### config.mk
export PLATFORM = sky130hd
export DESIGN_NAME = nearest_upscale_int8_quantizer
export DESIGN_NICKNAME = d
export VERILOG_FILES = /design/src/hdl/nuq_pkg.sv /design/src/hdl/nuq_front.sv /design/src/hdl/nuq_queue.sv /design/src/hdl/nuq_back.sv /design/src/hdl/nearest_upscale_int8_quantizer.sv
export SDC_FILE = /design/constraint.sdc
export NUM_CORES = 1
export LEC_CHECK = 0
export BUFFER_PORTS_ARGS = -buffer_cell sky130_fd_sc_hd__buf_2
export CAP_MARGIN = 20
export CORE_ASPECT_RATIO = 1.2
export CORE_UTILIZATION = 50
export CTS_CLUSTER_SIZE = 10
export DETAILED_ROUTE_END_ITERATION = 10
export MAX_ROUTING_LAYER = met4
export PLACE_DENSITY = 0.66
export SYNTH_ARGS = -nofsm -noshare
export SYNTH_HDL_FRONTEND = slang
export SYNTH_SLANG_ARGS = --single-unit
### constraint.sdc
create_clock -name clk -period 11.3 [get_ports clk]
set_clock_uncertainty 0.05 [all_clocks]
set_input_delay 3.39 -clock clk [delete_from_list [all_inputs] [get_ports clk]]
set_output_delay 3.39 -clock clk [all_outputs]
set_load 0.01 [all_outputs]
### src/hdl/nuq_pkg.sv
// ============================================================================
// nuq_pkg - shared types and constants for the nearest upscale quantizer
// Geometry, field widths, register codes, the queue entry and the result
// side-band, plus the output-to-source coordinate map.
// ============================================================================
package nuq_pkg;

  // Image geometry (square source and destination)
  localparam int SRC_SIDE = 28;
  localparam int DST_SIDE = 32;

  // Source coordinate width and destination counter width (holds DST_SIDE)
  localparam int SRC_W   = $clog2(SRC_SIDE);
  localparam int CNT_W   = $clog2(DST_SIDE + 1);
  localparam int COORD_W = 5;

  // Field widths
  localparam int PIX_W   = 8;
  localparam int GAIN_W  = 24;
  localparam int ZERO_W  = 8;
  localparam int QUANT_W = 8;
  localparam int PROD_W  = PIX_W + GAIN_W;
  localparam int FRAC_W  = 16;
  localparam int SUM_W   = PROD_W - FRAC_W + 2;

  // Configuration port
  localparam int CFG_IDX_W  = 1;
  localparam int CFG_DATA_W = GAIN_W;
  localparam logic [CFG_IDX_W-1:0] CFG_GAIN = 1'd0;
  localparam logic [CFG_IDX_W-1:0] CFG_ZERO = 1'd1;

  localparam logic [GAIN_W-1:0] GAIN_RST = 24'd65536;
  localparam logic [ZERO_W-1:0] ZERO_RST = 8'h80;

  // Front-to-back queue
  localparam int QDEPTH = 2;
  localparam int QPTR_W = (QDEPTH > 1) ? $clog2(QDEPTH) : 1;
  localparam int QCNT_W = $clog2(QDEPTH + 1);

  // One classified source pixel
  typedef struct packed {
    logic [PIX_W-1:0] pix;
    logic             frame_start;
    logic [SRC_W-1:0] src_col;
    logic [SRC_W-1:0] src_row;
    logic             row_end;
    logic             frame_end;
  } item_t;

  // Side-band that travels with a result through the back pipeline
  typedef struct packed {
    logic [COORD_W-1:0] col;
    logic [COORD_W-1:0] row;
    logic               run_last;
    logic               frame_last;
  } meta_t;

  // Destination coordinate to source coordinate: floor(d*SRC/DST)
  function automatic logic [SRC_W-1:0] map_coord(input logic [CNT_W-1:0] d);
    int m;
    m = (int'(d) * SRC_SIDE) / DST_SIDE;
    return SRC_W'(m);
  endfunction

endpackage

### src/hdl/nuq_front.sv
// ============================================================================
// nuq_front - input side of the quantizer
// Accepts source pixels, tracks the source position, applies frame_start
// and tags each pixel with its coordinates and row/frame end flags.
// ============================================================================
module nuq_front import nuq_pkg::*; (
  input  logic             clk,
  input  logic             rst_n,
  input  logic             in_valid,
  output logic             in_ready,
  input  logic [PIX_W-1:0] in_pixel,
  input  logic             in_frame_start,
  input  logic             q_full,
  output logic             q_push,
  output item_t            q_item
);

  logic [SRC_W-1:0] src_col_r;
  logic [SRC_W-1:0] src_row_r;
  logic [SRC_W-1:0] col_eff;
  logic [SRC_W-1:0] row_eff;
  logic             row_end;
  logic             frame_end;

  assign in_ready = !q_full;
  assign q_push   = in_valid && in_ready;

  // frame_start clears the position before this pixel is placed
  assign col_eff   = in_frame_start ? '0 : src_col_r;
  assign row_eff   = in_frame_start ? '0 : src_row_r;
  assign row_end   = (col_eff == SRC_W'(SRC_SIDE - 1));
  assign frame_end = row_end && (row_eff == SRC_W'(SRC_SIDE - 1));

  always_comb begin
    q_item.pix         = in_pixel;
    q_item.frame_start = in_frame_start;
    q_item.src_col     = col_eff;
    q_item.src_row     = row_eff;
    q_item.row_end     = row_end;
    q_item.frame_end   = frame_end;
  end

  // Source position counters: the column wraps at a row end, the row at the end of a frame
  always_ff @(posedge clk) begin
    if (!rst_n) begin
      src_col_r <= '0;
      src_row_r <= '0;
    end else if (q_push) begin
      if (row_end) begin
        src_col_r <= '0;
        src_row_r <= frame_end ? '0 : row_eff + SRC_W'(1);
      end else begin
        src_col_r <= col_eff + SRC_W'(1);
        src_row_r <= row_eff;
      end
    end
  end

endmodule

### src/hdl/nuq_queue.sv
// ============================================================================
// nuq_queue - short FIFO between front and back
// Holds classified pixels so the input side keeps taking transactions while
// the back end replays a row or waits on the output.
// ============================================================================
module nuq_queue import nuq_pkg::*; (
  input  logic  clk,
  input  logic  rst_n,
  input  logic  push,
  input  item_t push_item,
  output logic  full,
  input  logic  pop,
  output logic  not_empty,
  output item_t head_item
);

  item_t             slot_r [QDEPTH];
  logic [QPTR_W-1:0] wr_ptr_r;
  logic [QPTR_W-1:0] rd_ptr_r;
  logic [QCNT_W-1:0] count_r;

  assign full      = (count_r == QCNT_W'(QDEPTH));
  assign not_empty = (count_r != '0);
  assign head_item = slot_r[rd_ptr_r];

  function automatic logic [QPTR_W-1:0] ptr_inc(input logic [QPTR_W-1:0] p);
    return (p == QPTR_W'(QDEPTH - 1)) ? '0 : p + QPTR_W'(1);
  endfunction

  // Pointers and fill count
  always_ff @(posedge clk) begin
    if (!rst_n) begin
      wr_ptr_r <= '0;
      rd_ptr_r <= '0;
      count_r  <= '0;
    end else begin
      if (push) wr_ptr_r <= ptr_inc(wr_ptr_r);
      if (pop)  rd_ptr_r <= ptr_inc(rd_ptr_r);
      if (push && !pop)      count_r <= count_r + QCNT_W'(1);
      else if (!push && pop) count_r <= count_r - QCNT_W'(1);
    end
  end

  // Entry storage
  always_ff @(posedge clk) begin
    if (push) slot_r[wr_ptr_r] <= push_item;
  end

endmodule

### src/hdl/nuq_back.sv
// ============================================================================
// nuq_back - output sequencer, line store and quantizer pipeline
// Walks the output columns of each source pixel, replays stored rows at a
// row end, and scales, rounds, offsets and clamps every result.
// ============================================================================
module nuq_back import nuq_pkg::*; (
  input  logic                  clk,
  input  logic                  rst_n,
  // configuration
  input  logic                  cfg_valid,
  output logic                  cfg_ready,
  input  logic [CFG_IDX_W-1:0]  cfg_index,
  input  logic [CFG_DATA_W-1:0] cfg_data,
  // queue head
  input  logic                  q_valid,
  input  item_t                 q_item,
  output logic                  q_pop,
  // results
  output logic                  out_valid,
  input  logic                  out_ready,
  output logic [QUANT_W-1:0]    out_quant_value,
  output logic [COORD_W-1:0]    out_col,
  output logic [COORD_W-1:0]    out_row,
  output logic                  out_run_last,
  output logic                  out_frame_last
);

  typedef enum logic {ST_COLS, ST_REPLAY} state_t;

  // Sequencer state
  state_t           state_r, state_nxt;
  logic             first_r, first_nxt;
  logic [CNT_W-1:0] dc_r, dc_nxt;
  logic [CNT_W-1:0] dr_r, dr_nxt;
  logic [CNT_W-1:0] x_r, x_nxt;

  // Configuration
  logic [GAIN_W-1:0] gain_r;
  logic [ZERO_W-1:0] zero_r;

  // Line store
  logic [PIX_W-1:0] line_store [SRC_SIDE];
  logic [PIX_W-1:0] rdata_r;

  // Pipeline
  logic              adv;
  logic              s1_valid_r;
  logic              s1_store_r;
  logic [PIX_W-1:0]  s1_pix_r;
  meta_t             s1_meta_r;
  logic              s2_valid_r;
  logic [PROD_W-1:0] s2_prod_r;
  meta_t             s2_meta_r;
  logic              out_valid_r;
  logic [QUANT_W-1:0] quant_r;
  meta_t             out_meta_r;

  // Sequencer combinational terms
  logic [CNT_W-1:0] dc_e, dr_e, dc_inc, dr_a, dr_inc;
  logic             col_hit, col_more, row_hit, rep_any, rep_more, x_end;
  logic             iss_valid, iss_store, iss_last, pop_c, ls_we;
  logic [CNT_W-1:0] iss_col, iss_row;
  meta_t            iss_meta;

  // Quantizer terms
  logic [PIX_W-1:0]      mul_pix;
  logic [PROD_W-1:0]     rnd;
  logic signed [SUM_W-1:0] qsum;
  logic [QUANT_W-1:0]    qclamp;

  assign adv = !out_valid_r || out_ready;

  // ---- configuration registers -------------------------------------------
  assign cfg_ready = 1'b1;

  always_ff @(posedge clk) begin
    if (!rst_n) begin
      gain_r <= GAIN_RST;
      zero_r <= ZERO_RST;
    end else if (cfg_valid) begin
      unique case (cfg_index)
        CFG_GAIN: gain_r <= cfg_data[GAIN_W-1:0];
        CFG_ZERO: zero_r <= cfg_data[ZERO_W-1:0];
        default:  ;
      endcase
    end
  end

  // ---- mapping lookups ----------------------------------------------------
  assign dc_e     = (first_r && q_item.frame_start) ? '0 : dc_r;
  assign dr_e     = (first_r && q_item.frame_start) ? '0 : dr_r;
  assign dc_inc   = dc_e + CNT_W'(1);
  assign col_hit  = (dc_e < CNT_W'(DST_SIDE)) && (map_coord(dc_e) == q_item.src_col);
  assign col_more = (dc_inc < CNT_W'(DST_SIDE)) && (map_coord(dc_inc) == q_item.src_col);
  assign row_hit  = (dr_e < CNT_W'(DST_SIDE)) && (map_coord(dr_e) == q_item.src_row);
  assign dr_a     = dr_e + CNT_W'(row_hit);
  assign rep_any  = q_item.row_end && (dr_a < CNT_W'(DST_SIDE)) &&
                    (map_coord(dr_a) == q_item.src_row);
  assign dr_inc   = dr_r + CNT_W'(1);
  assign rep_more = (dr_inc < CNT_W'(DST_SIDE)) && (map_coord(dr_inc) == q_item.src_row);
  assign x_end    = (x_r == CNT_W'(DST_SIDE - 1));

  // ---- sequencer next state -----------------------------------------------
  always_comb begin
    state_nxt = state_r;
    first_nxt = first_r;
    dc_nxt    = dc_r;
    dr_nxt    = dr_r;
    x_nxt     = x_r;
    iss_valid = 1'b0;
    iss_store = 1'b0;
    iss_last  = 1'b0;
    iss_col   = dc_e;
    iss_row   = dr_e;
    pop_c     = 1'b0;
    ls_we     = 1'b0;
    if (q_valid) begin
      unique case (state_r)
        ST_COLS: begin
          ls_we     = 1'b1;
          first_nxt = 1'b0;
          dc_nxt    = dc_e;
          dr_nxt    = dr_e;
          if (col_hit) begin
            iss_valid = row_hit;
            iss_last  = !col_more && !rep_any;
            dc_nxt    = dc_inc;
            if (!col_more && !q_item.row_end) begin
              pop_c     = 1'b1;
              first_nxt = 1'b1;
            end
          end else if (q_item.row_end) begin
            dc_nxt = '0;
            if (rep_any) begin
              state_nxt = ST_REPLAY;
              x_nxt     = '0;
              dr_nxt    = dr_a;
            end else begin
              dr_nxt    = q_item.frame_end ? '0 : dr_a;
              pop_c     = 1'b1;
              first_nxt = 1'b1;
            end
          end else begin
            pop_c     = 1'b1;
            first_nxt = 1'b1;
          end
        end
        ST_REPLAY: begin
          iss_valid = 1'b1;
          iss_store = 1'b1;
          iss_col   = x_r;
          iss_row   = dr_r;
          iss_last  = x_end && !rep_more;
          x_nxt     = x_r + CNT_W'(1);
          if (x_end) begin
            x_nxt = '0;
            if (rep_more) begin
              dr_nxt = dr_inc;
            end else begin
              dr_nxt    = q_item.frame_end ? '0 : dr_inc;
              state_nxt = ST_COLS;
              pop_c     = 1'b1;
              first_nxt = 1'b1;
            end
          end
        end
        default: ;
      endcase
    end
  end

  assign q_pop = adv && pop_c;

  always_comb begin
    iss_meta.col        = iss_col[COORD_W-1:0];
    iss_meta.row        = iss_row[COORD_W-1:0];
    iss_meta.run_last   = iss_last;
    iss_meta.frame_last = (iss_col == CNT_W'(DST_SIDE - 1)) &&
                          (iss_row == CNT_W'(DST_SIDE - 1));
  end

  // Sequencer registers
  always_ff @(posedge clk) begin
    if (!rst_n) begin
      state_r <= ST_COLS;
      first_r <= 1'b1;
      dc_r    <= '0;
      dr_r    <= '0;
      x_r     <= '0;
    end else if (adv) begin
      state_r <= state_nxt;
      first_r <= first_nxt;
      dc_r    <= dc_nxt;
      dr_r    <= dr_nxt;
      x_r     <= x_nxt;
    end
  end

  // ---- line store: write current pixel, registered replay read ------------
  always_ff @(posedge clk) begin
    if (adv && ls_we) line_store[q_item.src_col] <= q_item.pix;
    if (adv) rdata_r <= line_store[map_coord(x_r)];
  end

  // ---- pipeline valids ------------------------------------------------------
  always_ff @(posedge clk) begin
    if (!rst_n) begin
      s1_valid_r  <= 1'b0;
      s2_valid_r  <= 1'b0;
      out_valid_r <= 1'b0;
    end else if (adv) begin
      s1_valid_r  <= iss_valid;
      s2_valid_r  <= s1_valid_r;
      out_valid_r <= s2_valid_r;
    end
  end

  // Multiply stage input: live pixel or replayed pixel
  assign mul_pix = s1_store_r ? rdata_r : s1_pix_r;

  // Round half up, add zero point, clamp to int8
  always_comb begin
    rnd  = s2_prod_r + PROD_W'(32'd32768);
    qsum = $signed({2'b00, rnd[PROD_W-1:FRAC_W]}) +
           SUM_W'($signed(zero_r));
    if (qsum < -SUM_W'(128))      qclamp = 8'h80;
    else if (qsum > SUM_W'(127))  qclamp = 8'h7F;
    else                          qclamp = qsum[QUANT_W-1:0];
  end

  // ---- pipeline payload ----------------------------------------------------
  always_ff @(posedge clk) begin
    if (adv) begin
      s1_store_r <= iss_store;
      s1_pix_r   <= q_item.pix;
      s1_meta_r  <= iss_meta;
      s2_prod_r  <= PROD_W'(mul_pix) * PROD_W'(gain_r);
      s2_meta_r  <= s1_meta_r;
      quant_r    <= qclamp;
      out_meta_r <= s2_meta_r;
    end
  end

  assign out_valid       = out_valid_r;
  assign out_quant_value = quant_r;
  assign out_col         = out_meta_r.col;
  assign out_row         = out_meta_r.row;
  assign out_run_last    = out_meta_r.run_last;
  assign out_frame_last  = out_meta_r.frame_last;

endmodule

### src/hdl/nearest_upscale_int8_quantizer.sv
// ============================================================================
// nearest_upscale_int8_quantizer - nearest neighbor resize with int8 output
// Resizes a square grey image by nearest neighbor and quantizes every output
// pixel to int8 with a programmable Q16 gain and zero point.
// ============================================================================
//
//  Channel  Direction  Handshake            Payload
//  in_      input      in_valid/in_ready    in_pixel, in_frame_start
//  out_     output     out_valid/out_ready  out_quant_value, out_col, out_row,
//                                           out_run_last, out_frame_last
//  cfg_     input      cfg_valid/cfg_ready  cfg_index, cfg_data
//
//  The back end walks the output columns of each source pixel (at least
//  one), takes an extra step at each source row end, and replays every
//  further output row of that source row, one pixel per cycle unless the
//  output stalls; results pass the s1, s2 and output registers. The input
//  side buffers two transactions. Reset is synchronous and needs no
//  clearing pass. A stalled output freezes the whole back end; the input
//  keeps taking transactions until the queue fills. cfg_ready is always high.
//
module nearest_upscale_int8_quantizer import nuq_pkg::*; (
  input  logic                  clk,
  input  logic                  rst_n,
  input  logic                  in_valid,
  output logic                  in_ready,
  input  logic [PIX_W-1:0]      in_pixel,
  input  logic                  in_frame_start,
  output logic                  out_valid,
  input  logic                  out_ready,
  output logic [QUANT_W-1:0]    out_quant_value,
  output logic [COORD_W-1:0]    out_col,
  output logic [COORD_W-1:0]    out_row,
  output logic                  out_run_last,
  output logic                  out_frame_last,
  input  logic                  cfg_valid,
  output logic                  cfg_ready,
  input  logic [CFG_IDX_W-1:0]  cfg_index,
  input  logic [CFG_DATA_W-1:0] cfg_data
);

  logic  q_push, q_full, q_pop, q_not_empty;
  item_t push_item, head_item;

  // Input classification
  nuq_front u_front (
    .clk            (clk),
    .rst_n          (rst_n),
    .in_valid       (in_valid),
    .in_ready       (in_ready),
    .in_pixel       (in_pixel),
    .in_frame_start (in_frame_start),
    .q_full         (q_full),
    .q_push         (q_push),
    .q_item         (push_item)
  );

  // Decoupling queue
  nuq_queue u_queue (
    .clk       (clk),
    .rst_n     (rst_n),
    .push      (q_push),
    .push_item (push_item),
    .full      (q_full),
    .pop       (q_pop),
    .not_empty (q_not_empty),
    .head_item (head_item)
  );

  // Sequencer, line store and quantizer
  nuq_back u_back (
    .clk             (clk),
    .rst_n           (rst_n),
    .cfg_valid       (cfg_valid),
    .cfg_ready       (cfg_ready),
    .cfg_index       (cfg_index),
    .cfg_data        (cfg_data),
    .q_valid         (q_not_empty),
    .q_item          (head_item),
    .q_pop           (q_pop),
    .out_valid       (out_valid),
    .out_ready       (out_ready),
    .out_quant_value (out_quant_value),
    .out_col         (out_col),
    .out_row         (out_row),
    .out_run_last    (out_run_last),
    .out_frame_last  (out_frame_last)
  );

endmodule

Word level (Yosys, flattened, before mapping)

Memories as Yosys holds them, arrays and structs flattened. A register that Yosys moved wholly into a read port is not among the register bits.
Index checks and enable logic that the tools add are counted.

Register bits: 154
Latch bits: 0
Memory bits (writable): 266
Memory bits (read-only): 0
Output and inout port bits: 23
Logic and storage cells: 193
Memories: 2

Add/sub/neg operators: 18
$mul: 7
Divide/modulo/power cells: 0
Magnitude comparators: 7
Equal/unequal tests: 16
Shift operators: 0
Multiplexer cells: 63
Bitwise gates (word level): 8
Reduce and logical (&&, ||, !) cells: 41

Memories:

| memory            | words | bits a word | rd ports | clocked after Yosys merged registers in | wr ports | RTL line        | text |
|---|---|---|---|---|---|---|---|
| u_back.line_store | 28    | 8           | 1        | 1                                       | 1        | nuq_back.sv:42  | `logic [PIX_W-1:0] line_store [SRC_SIDE];` |
| u_queue.slot_r    | 2     | 21          | 1        | 1                                       | 1        | nuq_queue.sv:17 | `item_t slot_r [QDEPTH];` |

Operator list:

| operator                                                                          | number |
|---|---|
| 6-bit two-way mux                                                                 | 19 |
| 6-bit by 3-bit multiplier with 8-bit output (second input constant)               | 6 |
| 32-bit by 16-bit adder with 32-bit output (second input constant)                 | 1 |
| 8-bit by 24-bit multiplier with 32-bit output                                     | 1 |
| 5-bit by 1-bit adder with 5-bit output                                            | 6 |
| 6-bit < comparator (second input constant)                                        | 5 |
| 1-bit two-way mux                                                                 | 28 |
| 5-bit equality test                                                               | 5 |
| 5-bit two-way mux                                                                 | 5 |
| 6-bit case mux with 2 select lines                                                | 2 |
| 17-bit by 8-bit adder with 18-bit output                                          | 1 |
| 6-bit by 1-bit adder with 6-bit output (second input constant)                    | 3 |
| 6-bit by 5-bit equality test with 1-bit output (second input constant)            | 3 |
| 18-bit by 8-bit greater-than comparator with 1-bit output (second input constant) | 1 |
| 18-bit by 8-bit < comparator with 1-bit output (second input constant)            | 1 |
| 3-bit OR reduction                                                                | 6 |
| 1-bit logical AND                                                                 | 17 |
| 8-bit two-way mux                                                                 | 2 |
| 5-bit by 1-bit adder with 5-bit output (second input constant)                    | 2 |
| 5-bit equality test (second input constant)                                       | 2 |
| 1-bit case mux with 2 select lines                                                | 5 |
| 1-bit logical NOT                                                                 | 8 |
| 6-bit by 1-bit adder with 6-bit output                                            | 1 |
| 1-bit bitwise AND (first input constant)                                          | 6 |
| other kinds (14)                                                                  | 24 |

Depth between registers and ports, before layout

Gate-level depths: netlist of the first run.

Word-level depth: 24
Depth in mapped cells: 34
Depth with buffers taken out: 32

By module

From an unflattened synthesis of the first run, not the netlist that was laid out.

Cells, all modules: 2187
Area total of the unflattened synthesis: 25542.0 um2

By module, submodules not included:

| module    | instances | cells each | area each (um2) | sequential area each (um2) |
|---|---|---|---|---|
| nuq_back  | 1         | 2006       | 23015.8         | 10169.8 |
| nuq_queue | 1         | 87         | 1729.2          | 1361.3 |
| nuq_front | 1         | 94         | 797.0           | 200.2 |

Worst setup path after synthesis of the first run

OpenSTA, ideal clock, no wires.

Path type: reg2reg
Start point: register with a tool-made name
End point: register u_queue.count_r[1]
Setup time: 0.070 ns
Data arrival time: 7.276 ns
Slack: 3.903 ns
Stages on the path, launching flop included: 33
Clock period less this slack: 7.397 ns
Cells stage by stage: dfxtp_1 > buf_6 > mux2_4 > nand2_2 > clkbuf_1 > and2_1 > inv_1 > fa_1 > inv_1 > ha_1 > and4_1 > o21ai_0 > a21oi_1 > xnor2_1 > nor4b_1 > ha_1 > ha_1 > nand2_1 > xor2_1 > inv_1 > fa_1 > inv_1 > ha_1 > a21oi_1 > o21ai_0 > xnor2_1 > or4_4 > nor4_4 > o21ai_0 > o21bai_2 > ha_1 > or3_1 > a21oi_1

RTL lines:

| item                 | RTL line        | text |
|---|---|---|
| end signal, assigned | nuq_queue.sv:39 | `if (push && !pop) count_r <= count_r + QCNT_W'(1);` |
| end signal, assigned | nuq_queue.sv:40 | `else if (!push && pop) count_r <= count_r - QCNT_W'(1);` |
| end, declared        | nuq_queue.sv:20 | `logic [QCNT_W-1:0] count_r;` |

==> results of run 1 <==
-- final cells by class --
class | instances | area share
timing repair buffer | 74 | 0.01558
multi-input combinational | 1347 | 0.4450
sequential | 414 | 0.4297
clock buffer | 72 | 0.04881
clock inverter | 7 | 0.004721
inverter | 196 | 0.02699
tap | 637 | 0.02919
-- worst max-delay path: cells and delay by family (launching register included) --
family,cells,cell delay (ns)
simple gates,9,2.60
mux,1,0.32
compound gates,6,1.35
fa+ha+maj,7,2.62
flops,1,0.35
buf+inv,4,0.34
xor+xnor,3,0.62
-- power by group through the flow --
stage,Combinational [mW],Sequential (mW),Clock (mW)
after global routing,1.70,2.00,1.54
after detailed placement,1.52,2.02,0
after CTS,1.53,1.99,1.49
after floorplan,1.15,1.99,0
after global placement,1.49,2.01,0
final,1.52,1.98,1.45
-- placed cells by master (no fill, tap or decap), types with 38 or more instances in the layout --
| master | count |
|---|---|
| edfxtp_1 | 344 |
| nand2_1 | 224 |
| inv_1 | 193 |
| fa_1 | 162 |
| ha_1 | 121 |
| nor2_1 | 94 |
| a21oi_1 | 88 |
| nor2b_1 | 87 |
| xnor2_1 | 71 |
| dfxtp_1 | 70 |
| buf_2 | 60 |
| mux4_2 | 56 |
| o21ai_0 | 52 |
| clkbuf_16 | 49 |
| xor2_1 | 41 |
| nand3_1 | 38 |
-- worst max path at each step --
stage | start | end | slack (ns)
after floorplan | flip-flop | u_queue.count_r[1] | 3.90
after global placement | flip-flop | u_queue.count_r[1] | 3.26
after detailed placement | flip-flop | u_queue.count_r[1] | 3.07
after CTS | flip-flop | u_queue.count_r[1] | 2.99
after global routing | flip-flop | u_queue.count_r[1] | 2.47
final | flip-flop | u_queue.count_r[1] | 2.99
-- cell families (layout without fill, tap and decap cells) --
logic type,after synthesis,in the layout
AO/OA/AOI/OAI,272,272
XOR/XNOR,114,114
adder cells (fa/ha/maj),284,284
buffers and inverters,285,349
flip-flops,414,414
multiplexers,94,94
other,1,1
AND/OR/NAND/NOR,582,582
-- metal layers --
layer | global-route usage | routed length, um
met1 | 0.2734 | 22050
met2 | 0.3819 | 27080
met3 | 0.02912 | 2012
met4 | 0.06315 | 1229
met5 | - | 0
-- registers in the layout, indices dropped and copies added, names as in the netlist, 6 cells and up, named ones only --
register / cells
u_back.rdata_r: 8
u_back.dr_r: 6
u_back.s1_meta_r: 12
u_back.gain_r: 24
u_queue.slot_r: 42
u_back.x_r: 6
u_back.out_quant_value: 8
u_back.line_store: 224
u_back.zero_r: 8
u_back.s1_pix_r: 8
u_back.s2_prod_r: 17
u_back.s2_meta_r: 12
u_back.dc_r: 6
==> impl_metrics.toml, run 1 <==
[pwr]
cellPowerDensity_nw_per_um2 = 181.7
fin_total_pwr_mw = 4.959
peakVddDrop_v = 0.0001345
p_int_mw = 3.330
p_sw_mw = 1.629
combPwrFrac = 0.307
switching_share = 0.3285
seqPwrFrac = 0.400
pwr-share-clk = 0.293
leakage_nw = 10.95

[synthesis]
yosysMostFrequentCell = "edfxtp_1"
synth-edff-count = 344
synth_top_family_by_area = "adder cells"
synth_nets = 2369
synthAdderAreaFrac = 0.1915
synthSimpleGateAreaFrac = 0.1136
ys_warn_count = 0
synth.avg_cell_area_sq_um = 12.19
yosys_register_bits = 414
ys_seq_area_frac = 0.4703
mappedNetlistArea_sq_um = 24950
yosys.area.top_type_share = 0.4141
synthArstFlopShare = 0
muxShareOfSynthArea = 0.06902
yosysTopAreaCell = "edfxtp_1"
synth-xor-area-share = 0.04033
ys.flop_type = "edfxtp_1"
synthTopCellsByCount = "edfxtp_1, nand2_1, inv_1, fa_1, ha_1"
syn_inst = 2046
synth_compound_area_frac = 0.07087
synthTopCellsByArea = "edfxtp_1, fa_1, ha_1, dfxtp_1, mux4_2"
synth_cell_types = 86

[timing]
worst_slew_pin_slew_ns = 1.034
slew_headroom = 0.3051
finalSetupViolCount = 0
timing.fmax_mhz = 120.3
fin_ws_ns = 2.988
post-route-period-util = 0.7356
timing.final.crit_period_ns = 8.312
holdWs_ns = 0.3437
drv_slew = 0
grt_setup_unrepaired = "false"
fin_setup_tns_ns = 0
hold_viol_final = 0

[clock_tree]
cts_setup_buffers = 0
clockRootBuffer = "clkbuf_16"
cts_resized = 0
cts_sinks = 414
cts_buffer_depth = 3
clock_latency_ns = 0.60
clk_pin_slew_ns = 0.05
cts_inserted_buffers = 49
holdBufCountCts = 0
cts_tree = "done"
h-tree-depth = 2

[cells_and_area]
n_fill_cell = 4119
multi_input_area_sq_um = 12150
regArea_sq_um = 11730
drive_gt1_frac = 0.1123
stdcell_count = 2747
fin_util = 0.5547
antenna_cells = 0
nNetsFinal = 2405
final_cell_area_sq_um = 27300
synthToLayoutAreaGrowth_pct = 9.440

[setup_path]
crit_required_ns = 11.76
path_class = "reg2reg"
cpMaxStageDelayCell = "fa_1"
start_kind = "flip-flop"
setup.worst_path.end_class = "flip-flop"
rrSetupSlack_ns = 2.99
worstReg2RegEnd = "u_queue.count_r[1]"
crit_path_frequent_cell = "ha_1"
cpPeakStageDelay_ns = 0.60
crit_fanout = 16
cp.arrival_ns = 8.77
rr_worst_depth = 30

[status]
status = "finished clean"

[drt]
ant_nets = 0
drtIter0Drc = 930
vias = 15470
firstDrtPassIters = 5
routedWlPerCell_um = 19.06
wl_um = 52370
viasPerCell = 5.631
drc_errors = 0

[min_path]
whs_path_depth = 0
min_to = "u_back.s2_meta_r[8]"
hp-start = "u_back.s1_meta_r[8]"
hold_path.class = "reg2reg"

[global_route]
grt_pass1_wl_um = 84680
overflow = 0
grt_max_degree = 80
antenna_found_initial = 0
grt_use_total = 0.2218
grt_pass1_vias = 16160

[place]
place_ws_ns = 3.068
hpwl_um = 36310
dpl.cell_count = 2667
place.gp.congestion = 0.8147
io_buffer_count = 60
post_dp_cell_area_sq_um = 25810

[die]
coreArea_sq_um = 49220
die_y_um = 246.7
start_util = 0.5068
fp-row-count = 89
die_area_sq_um = 50790
die_x_um = 205.9
ioPinCount = 62

[run]
drv_cap = 0
Power figures use the tool's default switching activity.
==> run 2, diff against run 1 <==
--- a/config.mk
+++ b/config.mk
@@ -12,7 +12,7 @@
 export CTS_CLUSTER_SIZE = 10
 export DETAILED_ROUTE_END_ITERATION = 10
 export MAX_ROUTING_LAYER = met4
-export PLACE_DENSITY = 0.66
+export PLACE_DENSITY = 0.69
 export SYNTH_ARGS = -nofsm -noshare
 export SYNTH_HDL_FRONTEND = slang
 export SYNTH_SLANG_ARGS = --single-unit
==> constraint.sdc (replaced) <==
create_clock -name clk -period 7.2 [get_ports clk]
set_clock_uncertainty 0.05 [all_clocks]
set_input_delay 2.16 -clock clk [delete_from_list [all_inputs] [get_ports clk]]
set_output_delay 2.16 -clock clk [all_outputs]
set_load 0.01 [all_outputs]
==> run 2 against run 1 <==
Effect of this change: global-route usage fell by 0.38 points; design area rose by 1.0%; routed wire length fell by 1.5%; worst setup slack got worse by 2.7 ns; fmax rose by 20%.
==> impl_metrics.toml, run 2 (synthesized netlist as in run 1, its figures left out) <==
[clock_tree]
cts_sinks = 414
cts_tree = "done"
h-tree-depth = 2
cts_buffer_depth = 3
clk_pin_slew_ns = 0.05
holdBufCountCts = 0
clock_latency_ns = 0.62
cts_inserted_buffers = 50
clockRootBuffer = "clkbuf_16"

[setup_path]
crit_required_ns = 7.68
crit_path_frequent_cell = "inv_1"
cpMaxStageDelayCell = "fa_1"
crit_buf_inv = 4
path_class = "reg2reg"
crit_fanout = 9
cp.arrival_ns = 7.41
rr_worst_depth = 30
setup.worst_path.end_class = "flip-flop"
cpPeakStageDelay_ns = 0.58
start_kind = "flip-flop"
worst-path-stages = 30
path_delay_family = "adder cells"

[timing]
hold_viol_final = 0
post-route-period-util = 0.9613
finalSetupViolCount = 0
fin_ws_ns = 0.2787
drv_slew = 0
timing.final.crit_period_ns = 6.921
worst_slew_pin_slew_ns = 1.038
timing.fmax_mhz = 144.5
slew_headroom = 0.3057

[global_route]
grt_use_total = 0.2180
grt_pass1_vias = 16080
grt_max_degree = 80
overflow = 0
grt_pass1_wl_um = 83910
antenna_found_initial = 0

[min_path]
hold_path.class = "reg2reg"
whs_path_depth = 0

[cells_and_area]
antenna_cells = 0
largest_reg_flops = 224
final_common_cell = "edfxtp_1"
final_cell_mix = "edfxtp_1, nand2_1, inv_1"
synthToLayoutAreaGrowth_pct = 10.53
fin_util = 0.5602
top_register = "u_back.line_store"
nNetsFinal = 2423
final_cell_area_sq_um = 27570
drive_gt1_frac = 0.1297
reg_top3 = "u_back.line_store x224, u_queue.slot_r x42, u_back.gain_r x24"

[drt]
wl_um = 51580
routedWlPerCell_um = 18.65
firstDrtPassIters = 5
drc_errors = 0
wl_met2_um = 26440
viasPerCell = 5.607
drtIter0Drc = 1086
ant_nets = 0
m1WireLength_um = 21270
wl_met3_um = 2492
vias = 15500
top_layer = "met4"

[pwr]
combPwrFrac = 0.311
cellPowerDensity_nw_per_um2 = 283.9
p_sw_mw = 2.577
switching_share = 0.3293
peakVddDrop_v = 0.0002295
seqPwrFrac = 0.398
p_int_mw = 5.250
leakage_nw = 11.06
pwr-share-clk = 0.291

[die]
die_x_um = 205.9
die_y_um = 246.7
coreArea_sq_um = 49220
die_area_sq_um = 50790
ioPinCount = 62
start_util = 0.5068
fp-row-count = 89

[place]
hpwl_um = 36410
post_dp_cell_area_sq_um = 25890
place_ws_ns = -0.2024
io_buffer_count = 60
place.gp.congestion = 0.8654

[status]
status = "finished clean"

[run]
drv_cap = 0
==> run 2: cell types whose count changed in the layout (fill, tap and decap cells not counted), sizes merged <==
cell	change
bufinv	-1
clkinvlp	+1
inv	+1
clkinv	+1
buf	+17
clkbuf	-1
==> run 2: layer usage <==
layer	global-route usage	vias up
met5	-	-
met4	0.07375	0
met3	0.03295	84
met2	0.3668	392
met1	0.2685	7800
li1	-	7226
==> run 2: power by group through the flow <==
| stage | Sequential (mW) | Clock, mW | Combinational, mW |
|---|---|---|---|
| final | 3.11 | 2.28 | 2.43 |
| after global routing | 3.14 | 2.42 | 2.73 |
| after CTS | 3.12 | 2.33 | 2.43 |
| after detailed placement | 3.16 | 0 | 2.41 |
| after global placement | 3.15 | 0 | 2.34 |
| after floorplan | 3.13 | 0 | 1.80 |
==> run 2: area by class of cell <==
| type | count | area [sq um] |
|---|---|---|
| fillers | 4004 | 21650 |
| multi-input cells | 1347 | 12280 |
| flip-flops and latches | 414 | 11730 |
| clock buffers | 71 | 1350 |
| well taps | 637 | 797.0 |
| inverters | 196 | 737.0 |
| repair buffers | 91 | 553.0 |
| clock inverters | 9 | 126.4 |
==> run 2: repair_timing <==
| action | 4_1_cts | 5_1_grt |
|---|---|---|
| pin swaps | 2 | 9 |
| setup endpoints to repair | 1 | 9 |
| resized for setup | 6 | 19 |
| buffers inserted | 1 | 5 |
| hold endpoints to repair | 0 | 0 |
==> run 2: path summary, 6_finish.rpt <==
check	start	to	slack (ns)
setup / recovery	flip-flop	u_queue.count_r[1]	0.28
setup reg to reg	flip-flop	u_queue.count_r[1]	0.28
hold reg to reg	u_back.s2_meta_r[2]	u_back.out_row[0]	0.36
hold / removal	u_back.s2_meta_r[2]	u_back.out_row[0]	0.36
==> run 2: stage by stage <==
| stage | std cells | hold WS (ns) | setup TNS (ns) | power, mW |
|---|---|---|---|---|
| 6_report | 2765 | 0.3605 | 0 | 7.827 |
| 5_1_grt | 2765 | 0.3683 | -0.04784 | 8.287 |
| 4_1_cts | 2758 | 0.3608 | 0 | 7.879 |
| 3_5_place_dp | 2677 | 0.3545 | -0.2024 | 5.571 |
| 3_3_place_gp | 2677 | 0.3517 | -0.02243 | 5.487 |
| 2_1_floorplan | 2046 | 0.3503 | 0 | 4.931 |
==> run 3, diff against run 2 <==
--- a/config.mk
+++ b/config.mk
@@ -5,7 +5,7 @@
 export SDC_FILE = /design/constraint.sdc
 export NUM_CORES = 1
 export LEC_CHECK = 0
-export BUFFER_PORTS_ARGS = -buffer_cell sky130_fd_sc_hd__buf_2
+export BUFFER_PORTS_ARGS = -buffer_cell sky130_fd_sc_hd__buf_4
 export CAP_MARGIN = 20
 export CORE_ASPECT_RATIO = 1.2
 export CORE_UTILIZATION = 50
@@ -13,6 +13,7 @@
 export DETAILED_ROUTE_END_ITERATION = 10
 export MAX_ROUTING_LAYER = met4
 export PLACE_DENSITY = 0.69
+export RECOVER_POWER = 25
 export SYNTH_ARGS = -nofsm -noshare
 export SYNTH_HDL_FRONTEND = slang
 export SYNTH_SLANG_ARGS = --single-unit
==> run 3 against run 2 <==
Effect of this change: count of clock-buffer cells in the layout rose by 14; design area rose by 0.55%; die area did not move; register-to-register slack improved by 0.14 ns; sequential power barely moved; largest power group unchanged.
==> impl_metrics.toml, run 3 (synthesized netlist as in run 1, its figures left out) <==
[pwr]
combPwrFrac = 0.310
cellPowerDensity_nw_per_um2 = 285.4
leakage_nw = 11.10
peakVddDrop_v = 0.0002018
switching_share = 0.3262
seqPwrFrac = 0.394
p_int_mw = 5.332
p_sw_mw = 2.581
pwr-share-clk = 0.296

[cells_and_area]
final_cell_mix = "edfxtp_1, nand2_1, inv_1"
stdcell_count = 2776
largest_reg_flops = 224
n_fill_cell = 4021
synthToLayoutAreaGrowth_pct = 11.14
nNetsFinal = 2421
fin_util = 0.5633
antenna_cells = 0
final_common_cell = "edfxtp_1"
reg_top3 = "u_back.line_store x224, u_queue.slot_r x42, u_back.gain_r x24"
drive_gt1_frac = 0.1216
final_cell_area_sq_um = 27730
top_register = "u_back.line_store"

[place]
place.gp.congestion = 0.8860
dpl.cell_count = 2678
hpwl_um = 36460
place_ws_ns = -0.3477
io_buffer_count = 60
post_dp_cell_area_sq_um = 26050

[setup_path]
setup.worst_path.end_class = "flip-flop"
crit_required_ns = 7.69
crit_buf_inv = 4
worstReg2RegEnd = "u_queue.count_r[1]"
start_kind = "flip-flop"
cpPeakStageDelay_ns = 0.60
crit_fanout = 9
rr_worst_depth = 30
path_class = "reg2reg"
cp.arrival_ns = 7.27
path_delay_family = "adder cells"
rrSetupSlack_ns = 0.42
cpMaxStageDelayCell = "fa_1"

[timing]
post-route-period-util = 0.9418
hold_viol_final = 0
finalSetupViolCount = 0
drv_slew = 0
slew_headroom = 0.2946
worst_slew_pin_slew_ns = 1.058
timing.fmax_mhz = 147.5
timing.final.crit_period_ns = 6.781
fin_ws_ns = 0.4187
grt_setup_unrepaired = "false"

[global_route]
antenna_found_initial = 0
grt_use_total = 0.2184
grt_pass1_vias = 16040
overflow = 0
grt_max_degree = 80
grt_pass1_wl_um = 83720

[clock_tree]
clockRootBuffer = "clkbuf_16"
holdBufCountCts = 0
cts_inserted_buffers = 49
clk_pin_slew_ns = 0.06
clock_latency_ns = 0.61
cts_buffer_depth = 3
cts_tree = "done"
cts_sinks = 414
h-tree-depth = 2

[drt]
wl_um = 51450
firstDrtPassIters = 5
vias = 15540
viasPerCell = 5.597
ant_nets = 0
routedWlPerCell_um = 18.53
drc_errors = 0
drtIter0Drc = 1020

[die]
die_x_um = 205.9
start_util = 0.5068
die_area_sq_um = 50790
ioPinCount = 62
coreArea_sq_um = 49220
fp-row-count = 89
die_y_um = 246.7

[status]
status = "finished clean"

[min_path]
whs_path_depth = 0
hold_path.class = "reg2reg"
hp-start = "u_back.s1_meta_r[0]"
min_to = "u_back.s2_meta_r[0]"

[run]
drv_cap = 0
==> run 3: changes by cell type in the layout (fill, tap and decap cells not counted), sizes merged <==
cell	previous run	this run
clkbuf	71	86
clkinvlp	1	0
clkinv	7	5
bufinv	0	1
buf	91	89
==> run 3: what timing repair did <==
action                                  4_1_cts  5_1_grt
endpoints found under the setup margin        2       12
buffers inserted                              3        1
pin swaps                                     8        5
resized for setup                            10        7
==> run 3: worst max path at each step <==
stage | from | to | slack (ns) | depth (start not counted)
6_report | flip-flop | u_queue.count_r[1] | 0.42 | 30
5_1_grt | flip-flop | u_queue.count_r[1] | 0.007 | 29
4_1_cts | flip-flop | u_queue.count_r[1] | 0.008 | 25
3_5_place_dp | flip-flop | u_queue.count_r[1] | -0.35 | 29
3_3_place_gp | flip-flop | u_queue.count_r[1] | -0.04 | 29
2_1_floorplan | flip-flop | u_queue.count_r[1] | 0.03 | 32
==> run 3: final cells by class <==
cell class | count | area [sq um] | share of cell area
clock inverter | 7 | 103.9 | 0.003746
multi-input combinational | 1347 | 12240 | 0.4414
inverter | 196 | 737.0 | 0.02658
timing repair buffer | 90 | 704.4 | 0.02541
tap | 637 | 797.0 | 0.02875
sequential | 414 | 11730 | 0.4231
clock buffer | 85 | 1413 | 0.05095
==> run 3: layer usage <==
layer	routed length, um	vias up	global-route usage
met4	1654	0	0.08045
met2	26040	364	0.3674
met1	21520	7829	0.2716
met5	0	-	-
li1	-	7237	-
met3	2239	107	0.02543
==> run 3: through the flow <==
step	hold slack (ns)	total power, mW	TNS, ns
2_1_floorplan	0.3503	4.931	0
3_3_place_gp	0.3510	5.514	-0.03612
3_5_place_dp	0.3545	5.593	-0.4531
4_1_cts	0.3659	7.969	0
5_1_grt	0.3764	8.355	0
6_report	0.3656	7.914	0
==> run 3: power by group through the flow <==
stage	clock network, mW	registers [mW]	logic, mW
global route	2.47	3.14	2.74
detailed placement	0	3.17	2.43
CTS	2.39	3.12	2.46
finish	2.34	3.12	2.45
floorplan	0	3.13	1.80
global placement	0	3.15	2.36
